<file path="src/sv/pointer_event_tracker_core_macros.svh">
// assertion helpers for the tracker modules, used by pet_back
// both expect clk and arst_n in the scope of the use
`ifndef POINTER_EVENT_TRACKER_CORE_MACROS_SVH
`define POINTER_EVENT_TRACKER_CORE_MACROS_SVH

`ifndef SYNTHESIS
`define PET_ASSERT(lbl, prop, msg) \
	lbl: assert property (@(posedge clk) disable iff (!arst_n) prop) else $error(msg);
`define PET_ASSERT_NEXT(lbl, ante, cons, msg) \
	lbl: assert property (@(posedge clk) disable iff (!arst_n) (ante) |=> (cons)) \
		else $error(msg);
`else
`define PET_ASSERT(lbl, prop, msg)
`define PET_ASSERT_NEXT(lbl, ante, cons, msg)
`endif

`endif

</file>
<file path="src/sv/pet_pkg.sv">
package pet_pkg;

	localparam int NUM_MSG = 10;
	localparam int QUEUE_DEPTH = 4;
	localparam int CFG_IDX_W = 3;
	localparam int CFG_DATA_W = 16;

	typedef enum logic [3:0] {
		MSG_MOVE  = 4'd0,
		MSG_LDOWN = 4'd1,
		MSG_LUP   = 4'd2,
		MSG_RDOWN = 4'd3,
		MSG_RUP   = 4'd4,
		MSG_MDOWN = 4'd5,
		MSG_MUP   = 4'd6,
		MSG_WHEEL = 4'd7,
		MSG_XDOWN = 4'd8,
		MSG_XUP   = 4'd9
	} msg_code_t;

	// event flag bit positions
	localparam int FLG_MOVE  = 0;
	localparam int FLG_LDOWN = 1;
	localparam int FLG_LUP   = 2;
	localparam int FLG_RDOWN = 3;
	localparam int FLG_RUP   = 4;
	localparam int FLG_MDOWN = 5;
	localparam int FLG_MUP   = 6;
	localparam int FLG_XDOWN = 7;
	localparam int FLG_XUP   = 8;
	localparam int FLG_WHEEL = 11;
	localparam int FLG_ABS   = 15;

	// button state bit positions
	localparam int BTN_L  = 0;
	localparam int BTN_R  = 1;
	localparam int BTN_M  = 2;
	localparam int BTN_X1 = 3;
	localparam int BTN_X2 = 4;

	localparam logic [CFG_IDX_W-1:0] CFG_SWAP     = 3'd0;
	localparam logic [CFG_IDX_W-1:0] CFG_THR_LO   = 3'd1;
	localparam logic [CFG_IDX_W-1:0] CFG_THR_HI   = 3'd2;
	localparam logic [CFG_IDX_W-1:0] CFG_LEVEL    = 3'd3;
	localparam logic [CFG_IDX_W-1:0] CFG_SCREEN_W = 3'd4;
	localparam logic [CFG_IDX_W-1:0] CFG_SCREEN_H = 3'd5;

	localparam logic [15:0] RST_THR_LO   = 16'd6;
	localparam logic [15:0] RST_THR_HI   = 16'd10;
	localparam logic [1:0]  RST_LEVEL    = 2'd1;
	localparam logic [15:0] RST_SCREEN_W = 16'd1024;
	localparam logic [15:0] RST_SCREEN_H = 16'd768;

	localparam logic [1:0] LEVEL_OFF = 2'd0;
	localparam logic [1:0] LEVEL_QUAD = 2'd2;

	typedef logic [NUM_MSG-1:0] msg_vec_t;

	typedef struct packed {
		logic [15:0] thr_lo;
		logic [15:0] thr_hi;
		logic [1:0]  level;
		logic [15:0] scr_w;
		logic [15:0] scr_h;
	} front_cfg_t;

	// fields of one event that the back end needs besides the position
	typedef struct packed {
		logic [31:0] window;
		logic [15:0] data;
		logic [31:0] stamp;
		logic [31:0] extra;
		logic        injected;
		msg_vec_t    msgs;
	} evt_info_t;

endpackage

</file>
<file path="src/sv/pet_queue.sv">
module pet_queue
	import pet_pkg::*;
#(
	parameter int WIDTH = 8,
	parameter int DEPTH = 4
) (
	input  logic             clk,
	input  logic             arst_n,
	input  logic             push,
	input  logic [WIDTH-1:0] wdata,
	input  logic             pop,
	output logic [WIDTH-1:0] rdata,
	output logic             full,
	output logic             empty
);

	localparam int AW = (DEPTH > 1) ? $clog2(DEPTH) : 1;
	localparam int CW = $clog2(DEPTH + 1);
	localparam logic [AW-1:0] LAST_PTR = AW'(DEPTH - 1);
	localparam logic [CW-1:0] FULL_CNT = CW'(DEPTH);

	logic [WIDTH-1:0] mem_q [DEPTH];
	logic [AW-1:0]    wptr_q, rptr_q;
	logic [CW-1:0]    count_q;

	assign full  = (count_q == FULL_CNT);
	assign empty = (count_q == '0);
	assign rdata = mem_q[rptr_q];

	always_ff @(posedge clk) begin
		if (push) begin
			mem_q[wptr_q] <= wdata;
		end
	end

	always_ff @(posedge clk or negedge arst_n) begin
		if (!arst_n) begin
			wptr_q  <= '0;
			rptr_q  <= '0;
			count_q <= '0;
		end else begin
			if (push) begin
				wptr_q <= (wptr_q == LAST_PTR) ? '0 : wptr_q + AW'(1);
			end
			if (pop) begin
				rptr_q <= (rptr_q == LAST_PTR) ? '0 : rptr_q + AW'(1);
			end
			if (push && !pop) begin
				count_q <= count_q + CW'(1);
			end else if (pop && !push) begin
				count_q <= count_q - CW'(1);
			end
		end
	end

endmodule

</file>
<file path="src/sv/pet_front.sv">
module pet_front
	import pet_pkg::*;
#(
	parameter int COORD_BITS = 17,
	parameter int IN_W = 152,
	parameter int QW = 8
) (
	input  logic            clk,
	input  logic            arst_n,
	input  logic            s_tvalid,
	output logic            s_tready,
	input  logic [IN_W-1:0] s_tdata,
	input  logic [16:0]     s_tuser,
	input  front_cfg_t      cfg,
	input  logic            q_full,
	output logic            q_push,
	output logic [QW-1:0]   q_wdata
);

	localparam int C  = COORD_BITS;
	localparam int MW = (C > 16) ? C : 16;
	localparam int VW = (C + 3 > 18) ? C + 3 : 18;
	localparam int PW = C + 17;
	localparam logic signed [VW-1:0] CMAX = VW'((64'(1) << (C - 1)) - 64'(1));

	// stage 1: raw item
	logic              v_s1;
	logic [31:0]       win_s1, time_s1, extra_s1;
	logic [15:0]       flags_s1, data_s1;
	logic signed [C-1:0] cx_s1, cy_s1;
	logic              inj_s1;

	// stage 2: scaled and accelerated coordinates
	logic              v_s2, abs_s2, move_s2;
	logic signed [C-1:0]   absx_s2, absy_s2;
	logic signed [C+1:0]   accx_s2, accy_s2;
	evt_info_t         info_s2;

	logic [15:0] w_eff, h_eff;
	logic signed [C-1:0] cur_x_q, cur_y_q;
	logic signed [PW-1:0] prod_x, prod_y;
	logic signed [C-1:0] new_x, new_y;
	logic adv_s1, adv_s2;
	msg_vec_t msgs_s1;

	assign w_eff = (cfg.scr_w == '0) ? 16'd1 : cfg.scr_w;
	assign h_eff = (cfg.scr_h == '0) ? 16'd1 : cfg.scr_h;

	function automatic logic signed [C+1:0] accel(
		input logic signed [C-1:0] d,
		input logic [15:0] lo,
		input logic [15:0] hi,
		input logic [1:0] level
	);
		logic [C-1:0] mag;
		logic dbl, quad;
		logic signed [C+1:0] dext;
		mag  = d[C-1] ? ($unsigned(~d) + C'(1)) : $unsigned(d);
		dbl  = (MW'(mag) > MW'(lo)) && (level != LEVEL_OFF);
		quad = dbl && (MW'(mag) > MW'(hi)) && (level == LEVEL_QUAD);
		dext = (C+2)'(d);
		if (quad) begin
			return dext <<< 2;
		end else if (dbl) begin
			return dext <<< 1;
		end
		return dext;
	endfunction

	function automatic logic signed [C-1:0] clip(
		input logic signed [C-1:0] cur,
		input logic signed [C+1:0] acc,
		input logic [15:0] size
	);
		logic signed [VW-1:0] sum, lim;
		sum = VW'(cur) + VW'(acc);
		lim = VW'({1'b0, size - 16'd1});
		if (lim > CMAX) begin
			lim = CMAX;
		end
		if (sum < 0) begin
			return '0;
		end else if (sum > lim) begin
			return lim[C-1:0];
		end
		return sum[C-1:0];
	endfunction

	assign adv_s2 = v_s2 && (!q_full || (info_s2.msgs == '0));
	assign adv_s1 = v_s1 && (!v_s2 || adv_s2);
	assign s_tready = !v_s1 || adv_s1;

	assign prod_x = PW'(cx_s1) * $signed({{(PW-17){1'b0}}, 1'b0, w_eff});
	assign prod_y = PW'(cy_s1) * $signed({{(PW-17){1'b0}}, 1'b0, h_eff});

	// messages in code order
	assign msgs_s1 = {flags_s1[FLG_XUP], flags_s1[FLG_XDOWN], flags_s1[FLG_WHEEL],
		flags_s1[FLG_MUP], flags_s1[FLG_MDOWN], flags_s1[FLG_RUP], flags_s1[FLG_RDOWN],
		flags_s1[FLG_LUP], flags_s1[FLG_LDOWN], flags_s1[FLG_MOVE]};

	always_comb begin
		new_x = cur_x_q;
		new_y = cur_y_q;
		if (abs_s2) begin
			new_x = absx_s2;
			new_y = absy_s2;
		end else if (move_s2) begin
			new_x = clip(cur_x_q, accx_s2, w_eff);
			new_y = clip(cur_y_q, accy_s2, h_eff);
		end
	end

	assign q_push  = v_s2 && !q_full && (info_s2.msgs != '0);
	assign q_wdata = {new_y, new_x, info_s2};

	always_ff @(posedge clk) begin
		if (s_tvalid && s_tready) begin
			win_s1   <= s_tdata[31:0];
			cx_s1    <= s_tdata[32 +: C];
			cy_s1    <= s_tdata[32 + C +: C];
			data_s1  <= s_tdata[32 + 2*C +: 16];
			time_s1  <= s_tdata[48 + 2*C +: 32];
			extra_s1 <= s_tdata[80 + 2*C +: 32];
			flags_s1 <= s_tuser[15:0];
			inj_s1   <= s_tuser[16];
		end
		if (adv_s1) begin
			abs_s2  <= flags_s1[FLG_ABS];
			move_s2 <= flags_s1[FLG_MOVE];
			// floor of coord * size / 65536 is an arithmetic shift of the product
			absx_s2 <= inj_s1 ? prod_x[C+15:16] : cx_s1;
			absy_s2 <= inj_s1 ? prod_y[C+15:16] : cy_s1;
			accx_s2 <= accel(cx_s1, cfg.thr_lo, cfg.thr_hi, cfg.level);
			accy_s2 <= accel(cy_s1, cfg.thr_lo, cfg.thr_hi, cfg.level);
			info_s2.window   <= win_s1;
			info_s2.data     <= data_s1;
			info_s2.stamp    <= time_s1;
			info_s2.extra    <= extra_s1;
			info_s2.injected <= inj_s1;
			info_s2.msgs     <= msgs_s1;
		end
	end

	always_ff @(posedge clk or negedge arst_n) begin
		if (!arst_n) begin
			v_s1    <= 1'b0;
			v_s2    <= 1'b0;
			cur_x_q <= '0;
			cur_y_q <= '0;
		end else begin
			if (s_tready) begin
				v_s1 <= s_tvalid;
			end
			if (adv_s1) begin
				v_s2 <= 1'b1;
			end else if (adv_s2) begin
				v_s2 <= 1'b0;
			end
			if (adv_s2) begin
				cur_x_q <= new_x;
				cur_y_q <= new_y;
			end
		end
	end

endmodule

</file>
<file path="src/sv/pet_back.sv">
`include "pointer_event_tracker_core_macros.svh"

module pet_back
	import pet_pkg::*;
#(
	parameter int COORD_BITS = 17,
	parameter int OUT_W = 160,
	parameter int QW = 8
) (
	input  logic             clk,
	input  logic             arst_n,
	input  logic             swap,
	input  logic             q_empty,
	output logic             q_pop,
	input  logic [QW-1:0]    q_rdata,
	output logic             m_tvalid,
	input  logic             m_tready,
	output logic [OUT_W-1:0] m_tdata,
	output logic [4:0]       m_tuser,
	output logic             m_tlast
);

	localparam int C = COORD_BITS;

	evt_info_t       rec_in, rec_q;
	logic [C-1:0]    px_in, py_in, px_q, py_q;
	logic            busy_q;
	msg_vec_t        pend_q, pend_next;
	logic [4:0]      down_q, latched_q, down_next, latched_next, xb;
	msg_code_t       idx, code;
	logic            slot_free, emit, last;
	logic [6:0]      mask;
	logic            bl, br;

	// output register
	logic            ovalid_q;
	msg_code_t       code_q;
	logic [31:0]     win_q, time_q, extra_q;
	logic [C-1:0]    opx_q, opy_q;
	logic [6:0]      mask_q;
	logic [15:0]     data_q;
	logic            inj_q, last_q;

	assign {py_in, px_in, rec_in} = q_rdata;

	assign slot_free = !ovalid_q || m_tready;
	assign emit = busy_q && slot_free;

	always_comb begin
		idx = MSG_MOVE;
		for (int k = NUM_MSG - 1; k >= 0; k--) begin
			if (pend_q[k]) begin
				idx = msg_code_t'(4'(k));
			end
		end
	end

	assign pend_next = pend_q & ~(msg_vec_t'(1) << idx);
	assign last = (pend_next == '0);
	assign q_pop = !q_empty && (!busy_q || (emit && last));

	always_comb begin
		unique case (rec_q.data)
			16'd1:   xb = 5'(1) << BTN_X1;
			16'd2:   xb = 5'(1) << BTN_X2;
			default: xb = '0;
		endcase
	end

	always_comb begin
		down_next = down_q;
		latched_next = latched_q;
		code = idx;
		unique case (idx)
			MSG_LDOWN: begin
				down_next[BTN_L] = 1'b1;
				latched_next[BTN_L] = 1'b1;
				code = swap ? MSG_RDOWN : MSG_LDOWN;
			end
			MSG_LUP: begin
				down_next[BTN_L] = 1'b0;
				code = swap ? MSG_RUP : MSG_LUP;
			end
			MSG_RDOWN: begin
				down_next[BTN_R] = 1'b1;
				latched_next[BTN_R] = 1'b1;
				code = swap ? MSG_LDOWN : MSG_RDOWN;
			end
			MSG_RUP: begin
				down_next[BTN_R] = 1'b0;
				code = swap ? MSG_LUP : MSG_RUP;
			end
			MSG_MDOWN: begin
				down_next[BTN_M] = 1'b1;
				latched_next[BTN_M] = 1'b1;
			end
			MSG_MUP: begin
				down_next[BTN_M] = 1'b0;
			end
			MSG_XDOWN: begin
				down_next = down_q | xb;
				latched_next = latched_q | xb;
			end
			MSG_XUP: begin
				down_next = down_q & ~xb;
			end
			default: begin
			end
		endcase
	end

	// swap exchanges left and right in the reported mask and in the message codes
	assign bl = swap ? down_next[BTN_R] : down_next[BTN_L];
	assign br = swap ? down_next[BTN_L] : down_next[BTN_R];
	assign mask = {down_next[BTN_X2], down_next[BTN_X1], down_next[BTN_M], 2'b00, br, bl};

	always_ff @(posedge clk) begin
		if (q_pop) begin
			rec_q <= rec_in;
			px_q  <= px_in;
			py_q  <= py_in;
		end
		if (emit) begin
			code_q  <= code;
			win_q   <= rec_q.window;
			opx_q   <= px_q;
			opy_q   <= py_q;
			mask_q  <= mask;
			data_q  <= rec_q.data;
			time_q  <= rec_q.stamp;
			extra_q <= rec_q.extra;
			inj_q   <= rec_q.injected;
			last_q  <= last;
		end
	end

	always_ff @(posedge clk or negedge arst_n) begin
		if (!arst_n) begin
			busy_q    <= 1'b0;
			pend_q    <= '0;
			down_q    <= '0;
			latched_q <= '0;
			ovalid_q  <= 1'b0;
		end else begin
			if (q_pop) begin
				busy_q <= 1'b1;
				pend_q <= rec_in.msgs;
			end else if (emit) begin
				busy_q <= !last;
				pend_q <= pend_next;
			end
			if (emit) begin
				down_q    <= down_next;
				latched_q <= latched_next;
				ovalid_q  <= 1'b1;
			end else if (m_tready) begin
				ovalid_q <= 1'b0;
			end
		end
	end

	assign m_tvalid = ovalid_q;
	assign m_tdata  = OUT_W'({extra_q, time_q, data_q, mask_q, opy_q, opx_q, win_q});
	assign m_tuser  = {inj_q, code_q};
	assign m_tlast  = last_q;

	`PET_ASSERT(a_latched_covers_down, (down_q & ~latched_q) == 5'd0, "button down but not latched")
	`PET_ASSERT(a_busy_has_pending, busy_q |-> (pend_q != '0), "busy with no message pending")
	`PET_ASSERT(a_pop_not_empty, q_pop |-> !q_empty, "pop from empty queue")
	`PET_ASSERT_NEXT(a_last_retires, emit && last && !q_pop, !busy_q, "event not retired")

endmodule

</file>
<file path="src/sv/pointer_event_tracker_core.sv">
// pointer event tracker
// s_* takes one pointer event per item: s_tdata carries window, x, y, data,
// time and extra word, s_tuser the event flags and the injected mark.
// m_* gives the messages of an event, one per cycle while m_tready is high, in
// code order, each with the cursor position after the event and the button
// mask after that message; m_tlast marks the last message of the event. events
// without message flags only move the cursor and give no item.
// cfg_we writes cfg_wdata to register cfg_index in the same edge.
// the front end takes one event per cycle while the queue has room, through two
// stages (scale multiply and accelerate, then add and clip against the cursor
// register) into a four-entry queue; the back end walks the message flags of
// one event, one message a cycle while m_tready is high, into an output
// register. an event holds the back end until its last message is emitted.
// when m_tready is low the output register holds, the queue fills and
// s_tready drops once both front stages are full.
// reset puts the cursor at 0,0, releases all buttons and loads the register
// defaults.
module pointer_event_tracker_core
	import pet_pkg::*;
#(
	parameter int COORD_BITS = 17
) (
	input  logic                  clk,
	input  logic                  arst_n,
	input  logic                  s_tvalid,
	output logic                  s_tready,
	// window_handle, coord_x, coord_y, event_data, event_time, extra_word
	input  logic [((112 + 2*COORD_BITS + 7) / 8) * 8 - 1:0] s_tdata,
	// event_flags, injected
	input  logic [16:0]           s_tuser,
	output logic                  m_tvalid,
	input  logic                  m_tready,
	// out_window, pos_x, pos_y, button_mask, out_data, out_time, out_extra
	output logic [((119 + 2*COORD_BITS + 7) / 8) * 8 - 1:0] m_tdata,
	// message_code, out_injected
	output logic [4:0]            m_tuser,
	output logic                  m_tlast,
	input  logic                  cfg_we,
	input  logic [CFG_IDX_W-1:0]  cfg_index,
	input  logic [CFG_DATA_W-1:0] cfg_wdata
);

	localparam int IN_W  = ((112 + 2*COORD_BITS + 7) / 8) * 8;
	localparam int OUT_W = ((119 + 2*COORD_BITS + 7) / 8) * 8;
	localparam int QW    = $bits(evt_info_t) + 2*COORD_BITS;

	front_cfg_t      cfg_q;
	logic            swap_q;
	logic            q_push, q_pop, q_full, q_empty;
	logic [QW-1:0]   q_wdata, q_rdata;

	always_ff @(posedge clk or negedge arst_n) begin
		if (!arst_n) begin
			swap_q       <= 1'b0;
			cfg_q.thr_lo <= RST_THR_LO;
			cfg_q.thr_hi <= RST_THR_HI;
			cfg_q.level  <= RST_LEVEL;
			cfg_q.scr_w  <= RST_SCREEN_W;
			cfg_q.scr_h  <= RST_SCREEN_H;
		end else if (cfg_we) begin
			unique case (cfg_index)
				CFG_SWAP:     swap_q       <= cfg_wdata[0];
				CFG_THR_LO:   cfg_q.thr_lo <= cfg_wdata;
				CFG_THR_HI:   cfg_q.thr_hi <= cfg_wdata;
				CFG_LEVEL:    cfg_q.level  <= cfg_wdata[1:0];
				CFG_SCREEN_W: cfg_q.scr_w  <= cfg_wdata;
				CFG_SCREEN_H: cfg_q.scr_h  <= cfg_wdata;
				default: begin
				end
			endcase
		end
	end

	pet_front #(
		.COORD_BITS(COORD_BITS),
		.IN_W(IN_W),
		.QW(QW)
	) u_front (
		.clk(clk),
		.arst_n(arst_n),
		.s_tvalid(s_tvalid),
		.s_tready(s_tready),
		.s_tdata(s_tdata),
		.s_tuser(s_tuser),
		.cfg(cfg_q),
		.q_full(q_full),
		.q_push(q_push),
		.q_wdata(q_wdata)
	);

	pet_queue #(
		.WIDTH(QW),
		.DEPTH(QUEUE_DEPTH)
	) u_queue (
		.clk(clk),
		.arst_n(arst_n),
		.push(q_push),
		.wdata(q_wdata),
		.pop(q_pop),
		.rdata(q_rdata),
		.full(q_full),
		.empty(q_empty)
	);

	pet_back #(
		.COORD_BITS(COORD_BITS),
		.OUT_W(OUT_W),
		.QW(QW)
	) u_back (
		.clk(clk),
		.arst_n(arst_n),
		.swap(swap_q),
		.q_empty(q_empty),
		.q_pop(q_pop),
		.q_rdata(q_rdata),
		.m_tvalid(m_tvalid),
		.m_tready(m_tready),
		.m_tdata(m_tdata),
		.m_tuser(m_tuser),
		.m_tlast(m_tlast)
	);

endmodule
</file>
<file path="config.mk">
export PLATFORM = sky130hd
export DESIGN_NAME = pointer_event_tracker_core
export DESIGN_NICKNAME = d
export VERILOG_FILES = /design/src/sv/pet_pkg.sv /design/src/sv/pet_queue.sv /design/src/sv/pet_front.sv /design/src/sv/pet_back.sv /design/src/sv/pointer_event_tracker_core.sv
export VERILOG_INCLUDE_DIRS = /design/src /design/src/sv
export SDC_FILE = /design/constraint.sdc
export NUM_CORES = 2
export LEC_CHECK = 0
export BUFFER_PORTS_ARGS = -buffer_cell sky130_fd_sc_hd__buf_4
export CAP_MARGIN = 10
export CELL_PAD_IN_SITES_DETAIL_PLACEMENT = 1
export CELL_PAD_IN_SITES_GLOBAL_PLACEMENT = 1
export CORE_ASPECT_RATIO = 2
export CORE_MARGIN = 3
export CORE_UTILIZATION = 47
export CTS_CLUSTER_DIAMETER = 80
export DETAILED_ROUTE_END_ITERATION = 10
export GPL_TIMING_DRIVEN = 1
export HOLD_SLACK_MARGIN = 0.12
export PLACE_DENSITY_LB_ADDON = 0.1
export SLEW_MARGIN = 20
export SYNTH_ARGS = -nofsm -noshare
export SYNTH_HDL_FRONTEND = slang
export SYNTH_SLANG_ARGS = --single-unit
</file>
<file path="constraint.sdc">
create_clock -name clk -period 7 [get_ports clk]
set_input_delay 1.05 -clock clk [delete_from_list [all_inputs] [get_ports clk]]
set_output_delay 1.05 -clock clk [all_outputs]
set_load 0.02 [all_outputs]
</file>
# Word-level counts from Yosys, hierarchy flattened
# Memories as Yosys holds them, arrays and structs flattened.
# Cells that the tools add are included.
# Widths: inputs -> output; s select.
[word_totals]
regBits = 791
word_cells = 222
mem_bits_rw = 628
in_bits = 193
n_memories = 1
[classes]
shift = 1
multipliers = 2
mux = 72
addsub = 10
n_lt_le_gt_ge = 8
n_bitwise = 7
eq_ne = 19
n_reduce_logical = 48
[memory_table]
columns = ["name", "words", "word_bits", "rd", "rd_ports_with_merged_regs", "wr", "line", "source"]
rows = [
  ["u_queue.mem_q", 4, 157, 1, 0, 1, "pet_queue.sv:22", "logic [WIDTH-1:0] mem_q [DEPTH];"],
]
[op_table]
columns = ["operator", "n"]
rows = [
  ["$mux 17", 14],
  ["$mux 19", 6],
  ["$gt 17x16->1", 4],
  ["$mul 17x17->33", 2],
  ["$add 17x19->20", 2],
  ["$gt 20x17->1", 2],
  ["$lt 20x1->1 const B", 2],
  ["$mux 4", 10],
  ["$add 17x1->17 const B", 2],
  ["$not 17->17", 2],
  ["$logic_not 16->1", 2],
  ["$mux 16", 2],
  ["$sub 16x1->16 const B", 2],
  ["$mux 1", 24],
  ["$logic_not 10->1", 2],
  ["$mux 10", 2],
  ["$eq 16x1->1 const B", 1],
  ["$eq 16x2->1 const B", 1],
  ["$logic_and 1x1->1", 16],
  ["$pmux 4 s4", 1],
  ["$eq 4x3->1 const B", 3],
  ["$mux 3", 4],
  ["$pmux 1 s4", 3],
  ["$reduce_and 2->1", 6],
  ["24 further kinds", 52],
]

# Logic depth before layout (Yosys ltp)
[depth]
word_depth = 20
mapped_depth = 25
depth_no_buf = 23

# Modules after synthesis
# From an unflattened synthesis, not the netlist that was laid out.
[unflattened]
hier_cells = 5282
hier_area_um2 = 75980.4
[by_module_without_submodules]
columns = ["mod", "area_per_inst_um2", "cells_each", "instances"]
rows = [
  ["pet_front", 39562.9, 3778, 1],
  ["pet_queue", 23068.4, 858, 1],
  ["pet_back", 10633.9, 499, 1],
  ["pointer_event_tracker_core", 2715.1, 147, 1],
]

# Worst setup path after synthesis
# No wires, ideal clock.
[synth_path]
kind = "register -> register"
startpoint = "register cfg_q[9] (netlist name)"
endpoint = "register u_front.absy_s2[11], data pin"
path_stages_with_launch = 24
period_less_slack_ps = 7382
t_arrival_ps = 7122
path_slack_ps = -382
setup_ps = 260
n_path_buf = 1
required_time_ps = 6740
cell_sequence = "dfstp_2 > or4_1 > or4_1 > nor4_1 > a21o_1 > clkbuf_1 > nand2_1 > fa_1 > inv_1 > fa_1 > fa_1 > inv_1 > fa_1 > inv_1 > ha_1 > and3_1 > a221o_1 > a21oi_1 > o21ai_0 > o31ai_1 > a21oi_1 > a21oi_1 > xnor2_1 > mux2_2"
[synth_between]
elab_chain_cells = 4
[synth_rtl]
columns = ["item", "line", "source"]
rows = [
  ["start, declared", "pointer_event_tracker_core.sv:47", "front_cfg_t cfg_q;"],
  ["$logic_not 16->1", "pet_front.sv:47", "assign h_eff = (cfg.scr_h == '0) ? 16'd1 : cfg.scr_h;"],
  ["$mux 16 (*)", "pet_front.sv:47", ""],
  ["$mul 17x17->33 (*)", "pet_front.sv:94", "assign prod_y = PW'(cy_s1) * $signed({{(PW-17){1'b0}}, 1'b0, h_eff});"],
  ["$mux 17 (*)", "pet_front.sv:132", "absy_s2 <= inj_s1 ? prod_y[C+15:16] : cy_s1;"],
  ["end signal, assigned", "pet_front.sv:132", ""],
  ["end, declared", "pet_front.sv:35", "logic signed [C-1:0] absx_s2, absy_s2;"],
]
# Every way passes the cells marked *; elsewhere a longest branch is shown, timed or not.
# A chain may end at the register's enable or synchronous reset.

# Worst setup path in the final report
[layout_path]
startpoint = "register cfg_q[8] (netlist name)"
endpoint = "register u_front.absy_s2[9], data pin"
# Same word-level chain as after synthesis.

==> reports/metrics.cfg <==
[outcome]
outcome=finished clean

[clock_network]
clk_latency_ns=0.79
root_buffer=clkbuf_16
cts_max_level=4
clkTransAtPathRegs_ns=0.06
cts_tree=built
max-clock-path-buffers=4
clock-sinks=1413
cts_buffers=138

[worst_setup_path]
worstPathRequired_ns=7.48
reg2reg_depth=26
cp.arrival_ns=7.29
max_stage_delay_ns=0.58
crit_buf_inv=8
cp.depth=26
r2r_slack_ns=0.19
critical_path.top_delay_family=adder cells
worst-setup-path-type=flop to flop
end_kind=flop
critPathMaxFanout=8
cp-start-kind=flop
slowest_stage=or4_4

[synth]
ys_async_sr_fraction_pct=8.99
synth_area_leaders=edfxtp_1 (51%), fa_1 (14%), ha_1 (5.1%), mux4_2 (4.7%), dfrtp_1 (3.9%)
ys_seq_area_share_pct=55.3
synth-edff-count=1286
yosysTopAreaCell=edfxtp_1
ys_types=89
syn_area_sq_um=75700
synthCells=5359
ys_ff_latch=1413
ys.flop_type=edfxtp_1
yosysWarnings=0
avgSynthCellArea_sq_um=14.1
synth_top_area_share_pct=51.0

[floorplan]
fp-row-count=207
die_h_um=573
io_pins=361
die_w_um=290
start_util_pct=47.4
die-area_sq_um=166000
core-area_sq_um=160000

[grt]
grt_overflow=0
grt_antenna_before_repair=5
grt_pass1_wl_mm=304
grt_max_degree=122
grt_usage_pct=24.4
grt_pass1_vias=50000

[final_layout]
multi_input_area_sq_um=30500
num-fill-cells=15700
fin_nets=6940
final_layout_size_suffix_gt1_share_pct=19.7
seqCellArea_sq_um=41800
area_growth_pct=15.4

[flow_run]
cap_violations=0

[sta]
period_share_pct=97.3
slew_viol_final=0
hold_viol_final=0
fmax_mhz=147
tightest_slew_ns=0.992
fin_crit_ns=6.81
fin_worst_skew_ns=0.0738
hold_slack_ns=0.374
slew_headroom_pct=33.5
setup_viol=0
rsz0062_at_grt=true

[placement]
gp_congestion=0.889
numPortBuffers=340
dpl.hpwl_mm=145

[drt]
vias=44200
ant_nets=0
drt_iter0_drc=2407
firstDrtPassIters=7
vias_per_cell=5.47
drc=0
wl_mm=201
wire_per_inst_um=24.8

[min_path]
min-delay-path-class=primary input to asynchronous set/reset pin

[cell usage in the layout (no fill, tap or decap), types with 25 or more instances in the layout]
master,count
a21oi_1,92
nand4_1,25
buf_12,27
o21ai_0,128
buf_4,593
o21ai_1,40
xnor2_1,94
nor2_1,134
edfxtp_1,1286
nor3_1,44
a22oi_1,33
nand3_1,46
dfrtp_1,117
clkbuf_16,140
mux2_2,89
ha_1,298
mux4_2,157
mux2i_1,25
xor2_1,29
o21a_1,25
inv_1,766
nand2_1,413
clkinv_1,27
and3_1,25
and2_1,259
fa_1,546
a21o_1,62
[area by class of cell]
class | instances | area share [%]
timing repair buffer | 628 | 5.82
tap | 2090 | 2.99
inverter | 775 | 3.35
clock inverter | 75 | 0.903
antenna | 7 | 0.0201
multi-input combinational | 2936 | 34.9
clock buffer | 163 | 4.12
sequential | 1413 | 47.9
[cell families (layout without fill, tap and decap cells)]
kind of cell,Yosys count,in the layout,synth area share [%]
AO/OA/AOI/OAI,589,589,5.19
adder cells (fa/ha/maj),856,856,19.6
AND/OR/NAND/NOR,1086,1086,7.08
flip-flops,1413,1413,55.3
XOR/XNOR,124,124,1.44
multiplexers,272,272,6.34
buffers and inverters,1018,1641,5.12
other,1,16,0.00496
[worst register-to-register path: stages, from the launching register on]
cell      delay, ns
dfstp_2        0.37
or4_4          0.54
or4_4          0.58
nor4_4         0.34
a21o_4         0.24
buf_12         0.16
nand2_1        0.10
fa_1           0.54
inv_1          0.05
fa_1           0.47
fa_1           0.55
inv_1          0.05
fa_1           0.47
inv_1          0.07
ha_4           0.23
a21oi_4        0.12
o221ai_2       0.13
a21oi_1        0.15
buf_4          0.16
a211oi_2       0.07
buf_4          0.16
buf_4          0.14
o31ai_4        0.28
buf_4          0.16
nor2b_2        0.14
xnor2_1        0.07
mux2_2         0.26
[path summary, 6_finish.rpt]
kind                                  start                   to
setup / recovery                   cfg_q[8]   u_front.absy_s2[9]
max in group asynchronous            arst_n            cfg_q[25]
setup reg to reg                   cfg_q[8]   u_front.absy_s2[9]
hold reg to reg            u_back.rec_q[18]    u_back.extra_q[7]
hold / removal                       arst_n  u_front.cur_y_q[12]
min in group clk           u_back.rec_q[18]    u_back.extra_q[7]
[stage by stage]
| stage | setup TNS [ns] | cell area [sq um] | cells | util [%] | setup slack, ns |
|---|---|---|---|---|---|
| after global placement | -8.44 | 82400 | 7834 | 51.6 | -0.693 |
| final | 0 | 87300 | 8087 | 54.7 | 0.188 |
| after global routing | -0.0926 | 87300 | 8081 | 54.7 | -0.0343 |
| after CTS | 0 | 87000 | 8077 | 54.5 | 0.0140 |
| after detailed placement | -11.22 | 82400 | 7834 | 51.6 | -0.774 |
| after floorplan | -0.0466 | 75700 | 5367 | - | -0.0466 |
[state kept, by name, indices dropped and copies added, names as in the netlist, 16 cells and up]
signal            flops
u_front.win_s1       32
u_back.px_q          17
u_front.cur_x_q      17
u_back.py_q          17
cfg_q                66
u_back.time_q        32
u_queue.mem_q       628
u_front.cy_s1        17
u_back.data_q        16
u_front.accy_s2      19
u_front.cx_s1        17
u_front.absy_s2      17
u_front.data_s1      16
u_front.time_s1      32
u_back.extra_q       32
u_back.rec_q        113
u_front.accx_s2      19
u_front.extra_s1     32
u_front.cur_y_q      17
u_back.opx_q         17
u_front.q_wdata     123
u_back.opy_q         17
u_back.win_q         32
u_front.absx_s2      17
[cell usage after synthesis (20+ instances only)]
master and count:
edfxtp_1 1286, inv_1 774, fa_1 547, nand2_1 418
ha_1 308, and2_1 266, clkbuf_1 207, mux4_2 157
nor2_1 136, o21ai_0 135, dfrtp_1 119, a21oi_1 102
xnor2_1 95, mux2_2 89, a21o_1 63, nand3_1 48
nor3_1 48, o21ai_1 37, a22oi_1 33, xor2_1 29
and3_1 27, mux2i_1 25, nand4_1 25, nor2b_1 25
o21a_1 25, a31oi_1 24, nor4_1 21, o31ai_1 21
buf_1 20
[routing by layer]
layer / wire length, um / GRT usage, % / up-vias
met5: 12 / 0 / -
met3: 7580 / 2.46 / 335
met4: 6880 / 7.71 / 2
met2: 112000 / 46.7 / 978
met1: 74500 / 28.2 / 23200
li1: - / - / 19700
[what timing repair did]
action | 4_1_cts | 5_1_grt
gates resized for setup | 43 | 46
hold buffers | 0 | 0
hold endpoints to repair | 0 | 0
buffers inserted | 5 | 3
setup endpoints to repair | 29 | 26
pin swaps | 28 | 36
Power is left out: the tool's default activity adds up to more than one toggle a clock period on the data nets, which glitch-free logic cannot reach.
